<file path="config.mk">
export PLATFORM = sky130hd
export DESIGN_NAME = spt_div_pipe
export DESIGN_NICKNAME = d
export VERILOG_FILES = /design/src/design/assert_macros.svh /design/src/design/spt_div_pipe.sv
export SDC_FILE = /design/constraint.sdc
export NUM_CORES = 2
export LEC_CHECK = 0
export BUFFER_PORTS_ARGS = -buffer_cell sky130_fd_sc_hd__buf_2
export CELL_PAD_IN_SITES_DETAIL_PLACEMENT = 0
export CELL_PAD_IN_SITES_GLOBAL_PLACEMENT = 1
export CORE_UTILIZATION = 47
export DETAILED_ROUTE_END_ITERATION = 6
export PLACE_DENSITY = 0.84
export SLEW_MARGIN = 40
export SYNTH_ARGS = -nofsm -noshare
export SYNTH_HDL_FRONTEND = slang
export SYNTH_SLANG_ARGS = --single-unit
</file>
<file path="constraint.sdc">
create_clock -name clk -period 4.15 [get_ports clk]
set_input_delay 0.83 -clock clk [delete_from_list [all_inputs] [get_ports clk]]
set_output_delay 0.83 -clock clk [all_outputs]
set_load 0.05 [all_outputs]
</file>
<file path="src/design/assert_macros.svh">
// ----------------------------------------------------------------------------
// Assertion macros shared by the RTL files.
// Define NO_ASSERTIONS to compile every check away.
// ----------------------------------------------------------------------------
`ifndef ASSERT_MACROS_SVH
`define ASSERT_MACROS_SVH
`ifndef NO_ASSERTIONS
// Property checked on every rising clock edge outside reset.
`define SPT_ASSERT(lbl, clk, rst_n, prop) \
  lbl: assert property (@(posedge clk) disable iff (!rst_n) (prop)) \
    else $error("assertion failed");
// Same check, kept separate for stall related properties.
`define SPT_ASSERT_STALL(lbl, clk, rst_n, prop) \
  lbl: assert property (@(posedge clk) disable iff (!rst_n) (prop)) \
    else $error("stall assertion failed");
`else
`define SPT_ASSERT(lbl, clk, rst_n, prop)
`define SPT_ASSERT_STALL(lbl, clk, rst_n, prop)
`endif
`endif

</file>
<file path="src/design/spt_div_pipe.sv">
// ----------------------------------------------------------------------------
// spt_div_pipe
// Pipelined restoring divider, one quotient bit per register stage.
// ----------------------------------------------------------------------------
`default_nettype none
module spt_div_pipe #(
  parameter int NW     = 57,
  parameter int QW     = 25,
  parameter int DVW    = 33,
  parameter int SIDE_W = 8
) (
  input  wire logic              clk,
  input  wire logic              rst_n,
  input  wire logic              en,
  input  wire logic              in_vld,
  input  wire logic [NW-1:0]     in_num,
  input  wire logic [DVW-1:0]    in_den,
  input  wire logic [SIDE_W-1:0] in_side,
  output logic                   out_vld,
  output logic [QW-1:0]          out_quo,
  output logic [SIDE_W-1:0]      out_side
);
  logic              vld_r  [QW];
  logic [QW-1:0]     low_r  [QW];
  logic [DVW:0]      rem_r  [QW];
  logic [QW-1:0]     quo_r  [QW];
  logic [DVW-1:0]    den_r  [QW];
  logic [SIDE_W-1:0] side_r [QW];

  for (genvar i = 0; i < QW; i++) begin : g_stage
    logic              p_vld;
    logic [QW-1:0]     p_low;
    logic [DVW:0]      p_rem;
    logic [QW-1:0]     p_quo;
    logic [DVW-1:0]    p_den;
    logic [SIDE_W-1:0] p_side;
    logic [DVW:0]      rem_sh;
    logic              take;

    if (i == 0) begin : g_first
      assign p_vld  = in_vld;
      assign p_low  = in_num[QW-1:0];
      assign p_rem  = (DVW+1)'(in_num[NW-1:QW]);
      assign p_quo  = '0;
      assign p_den  = in_den;
      assign p_side = in_side;
    end else begin : g_next
      assign p_vld  = vld_r[i-1];
      assign p_low  = low_r[i-1];
      assign p_rem  = rem_r[i-1];
      assign p_quo  = quo_r[i-1];
      assign p_den  = den_r[i-1];
      assign p_side = side_r[i-1];
    end

    // Shift in one numerator bit and subtract the divisor when it fits.
    assign rem_sh = {p_rem[DVW-1:0], p_low[QW-1]};
    assign take   = (rem_sh >= {1'b0, p_den});

    always_ff @(posedge clk) begin
      if (!rst_n) begin
        vld_r[i] <= 1'b0;
      end else if (en) begin
        vld_r[i] <= p_vld;
      end
    end

    always_ff @(posedge clk) begin
      if (en) begin
        low_r[i]  <= p_low << 1;
        rem_r[i]  <= take ? (rem_sh - {1'b0, p_den}) : rem_sh;
        quo_r[i]  <= {p_quo[QW-2:0], take};
        den_r[i]  <= p_den;
        side_r[i] <= p_side;
      end
    end
  end

  assign out_vld  = vld_r[QW-1];
  assign out_quo  = quo_r[QW-1];
  assign out_side = side_r[QW-1];
endmodule
`default_nettype wire

</file>
==> results by group <==
Routing
  • Vias post-DR: 79500
  • Via density: between 5 and 6
  • First-pass DRT Iterations: 7
  • Post-Route WL: around 280000 µm
  • Antenna-violating nets left: 0
  • Initial drt markers: slightly above 6000
  • Routed WL per cell: roughly 19 µm
  • DRC viols: 2

GRT
  • Global-route wire length before repair: approximately 430000 µm
  • Gr ovfl total: 0
  • Initial antenna violation count: 5
  • Number of global-route vias before repair: slightly below 80000
  • GRT Total Usage: between 20% and 30%
  • Largest net degree at the start of global routing: 153

Timing
  • Clock skew: about 0.07 ns
  • Worst Max-Slew Pin Slew: ~0.83 ns
  • Rel. slew slack: a little over two fifths
  • Max Freq: 0.235 GHz
  • Slew Viols, Final: 0
  • Final setup viols: just under 80
  • Final worst path period need: 4.25 ns
  • Fin. Hold Viols: 0
  • RSZ-0062 raised after global routing: true
  • Tcrit/Tclk final: 102%
  • Final setup margin: -0.0999 ns

Logic synthesis
  • Yosys warns: 0
  • Ys flop type: edfxtp_1
  • Yosys reg bits: around 2400
  • Async S/R FF share, synth: 0%
  • Syn Inst Count: a little over 10000
  • Syn avg cell area: roughly 12 µm²
  • Count leader, synth: edfxtp_1
  • Syn Nets: between 10000 and 15000
  • Sequential area share after synthesis: between 50% and 60%
  • EDFF count, synth: roughly 2400
  • Top post-synthesis cells by area: edfxtp_1 59%, ha_1 8.3%, a21oi_1 3.5%, inv_1 3.2%, xnor2_1 3.0%
  • Distinct cells, synth: just under 90
  • Area leader, netlist: edfxtp_1
  • Synth top area share: about three fifths
  • Cell area after synthesis: 124000 µm²
  • Post-synth top cells: 2433 x edfxtp_1, 1043 x inv_1, 859 x a21oi_1

Layout
  • Fin cells: 14500
  • Share of cells above drive strength 1: between 10% and 20%
  • Area growth from synthesis to layout: 14.7%
  • Fin nets: 11800
  • Fillers: 21600
  • Final Instance Area: ~140000 µm²

Pwr
  • Comb power frac: between 40% and 50%
  • P_leak: slightly below 60 nW
  • Pwr dens: 780 nW/µm²
  • Peak supply drop: between 0.0003 and 0.0004 V
  • Net Switching: 39.8 mW
  • Internal Power: a little over 70 mW
  • Net Sw Frac: a little over a third
  • Clk network pwr share: a little over a fifth
  • Sequential power share: a little over a third

Critical path
  • Crit end category: flip-flop
  • Reg2reg path depth: 17
  • CP Launch Type: flip-flop
  • Capture point of the worst reg-to-reg path: rem_r[22][1]
  • Setup CP Type: reg -> reg
  • Beginning of the critical path: low_r[2][143]
  • WP data required: between 4 and 5 ns
  • Setup crit end: rem_r[22][1]
  • R2r setup slk: -0.1 ns
  • WP data arrival: roughly 4.8 ns
  • Worst r2r src: low_r[2][143]
  • Crit Path Max Fanout: 5

Floorplan
  • Core area: ~260000 µm²
  • Rows: 188
  • Initial core utilization: 47.3%
  • DIE HEIGHT: approximately 520 µm
  • Ports: around 140
  • Die ar.: 266000 µm²
  • Die Wd: 516 µm

Placed design
  • Number of buffers added on ports: about 140
  • Area after DPL: around 130000 µm²
  • Placed instance count: about 14000
  • DP Wirelength: just over 200000 µm
  • Placer Congestion: between 0.9 and 1

Clocking
  • Longest Clk Path Bufs: 4
  • Worst-path clk slew: 0.06 ns
  • Root buf cell: clkbuf_16
  • Post-CTS Hold Buffers: 0
  • Clock Latency Late Sink: between 0.8 and 0.9 ns
  • CTS tree: built
  • Sink Count: 2434
  • Num CTS Buffers: between 200 and 300
  • H-tree Lvls: 5

Min path
  • Min-delay worst type: in -> reg

Run status
  • Failing checks: DRC, setup timing
  • Status: finished with violations

Flow run
  • MaxCap Viol Count: 0
==> cells by family (layout without fill, tap and decap cells) <==
family / count (synthesis) / after routing / synth area share, %
multiplexers: 312 / 312 / 2.90
flip-flops: 2434 / 2434 / 59.0
XOR/XNOR: 691 / 691 / 4.88
other: 0 / 1 / 0
adder cells (fa/ha/maj): 849 / 849 / 8.72
AO/OA/AOI/OAI: 2595 / 2596 / 12.9
AND/OR/NAND/NOR: 2038 / 2038 / 7.71
buffers and inverters: 1271 / 2106 / 3.92
==> state kept, by name, summed over array words and instances (netlist names) <==
signal / flops
den_r: 792
rem_r: 792
quo_r: 325
low_r: 300
side_r: 200
vld_r: 25
==> how the worst min path moves through the flow <==
stage	start	endpoint	slack, ns	depth (start not counted)
finish	in_num[22]	low_r[0][22]	0.13	1
global route	in_num[15]	low_r[0][15]	0.09	1
CTS	in_num[15]	low_r[0][15]	0.07	1
detailed placement	low_r[0][81]	low_r[0][106]	0.40	0
global placement	low_r[0][57]	low_r[0][82]	0.40	0
floorplan	low_r[0][75]	low_r[0][100]	0.40	0
==> through the flow <==
stage	utilization, %	hold WS, ns	setup TNS (ns)	setup WS, ns	power, mW
after floorplan	-	0.400	-0.0154	-0.0154	71.0
final	54.2	0.131	-3.67	-0.0999	111
after detailed placement	50.2	0.405	-18.29	-0.482	84.8
after global routing	54.2	0.0871	-15.20	-0.224	118
after global placement	50.2	0.400	-15.71	-0.519	83.9
after CTS	53.7	0.0721	-0.189	-0.0171	109
==> cells in the final DEF, fill, tap and decap left out, types with 36 or more instances in the layout <==
cell,netlist,final
xor2_1,272,272
o21a_1,87,86
inv_1,1043,1035
clkinv_2,0,36
nand2_1,666,654
buf_4,2,343
a21oi_1,859,820
clkbuf_16,0,299
nand4_1,130,130
a211oi_1,50,47
and3_1,86,86
o21ai_0,641,599
a21o_1,441,441
buf_2,26,134
a21oi_2,1,39
clkbuf_1,177,54
nor2_1,542,528
edfxtp_1,2433,2433
nor3_1,78,77
mux2_2,268,265
clkinv_1,0,57
buf_12,0,56
nand3_1,138,136
a31oi_1,89,77
nand2b_1,116,115
nor2b_1,134,133
o21bai_1,114,114
xnor2_1,419,419
ha_1,825,820
==> power groups by stage <==
stage / clock network (mW) / registers, mW / logic [mW]
2_1_floorplan: 0 / 37.3 / 33.6
4_1_cts: 24.2 / 38.6 / 46.6
6_report: 23.5 / 38.7 / 48.8
3_5_place_dp: 0 / 39.0 / 45.8
3_3_place_gp: 0 / 39.1 / 44.9
5_1_grt: 25.1 / 39.2 / 53.9
==> layer usage <==
layer	vias up	wire, µm	global-route usage (%)
met5	-	0	0
met4	0	9830	6.97
met3	539	15800	3.27
met2	2005	129000	33.1
met1	38300	123000	27.4
li1	38700	-	-
==> critical path: stages (launching register included) <==
cell and delay, ns:
edfxtp_1 0.43, inv_1 0.10, ha_2 0.18, inv_2 0.04, fa_2 0.34, a21o_1 0.21
a31oi_4 0.23, nor2_4 0.06, a311oi_2 0.30, buf_4 0.20, o31ai_4 0.09, a221o_1 0.41
o31ai_4 0.31, a211oi_2 0.15, a2111oi_4 0.30, buf_6 0.18, buf_12 0.15, mux2_4 0.30
==> repair_timing <==
| action | in CTS | in global routing |
|---|---|---|
| setup buffers | 7 | 31 |
| endpoints found under the setup margin | 200 | 564 |
| pin swaps | 11 | 64 |
| gates cloned | 6 | 18 |
| resized for setup | 35 | 226 |
==> area by class of cell <==
| type | count | area [µm²] | share of cell area, % |
|---|---|---|---|
| diodes | 1 | 2.50 | 0.00176 |
| clock buffers | 337 | 7280 | 5.12 |
| clock inverters | 148 | 1350 | 0.947 |
| inverters | 1045 | 3940 | 2.77 |
| multi-input cells | 6486 | 47000 | 33.0 |
| flip-flops and latches | 2434 | 73100 | 51.4 |
| well taps | 3515 | 4400 | 3.09 |
| repair buffers | 576 | 5160 | 3.63 |
Note: power is estimated with default switching activity, not from simulation.
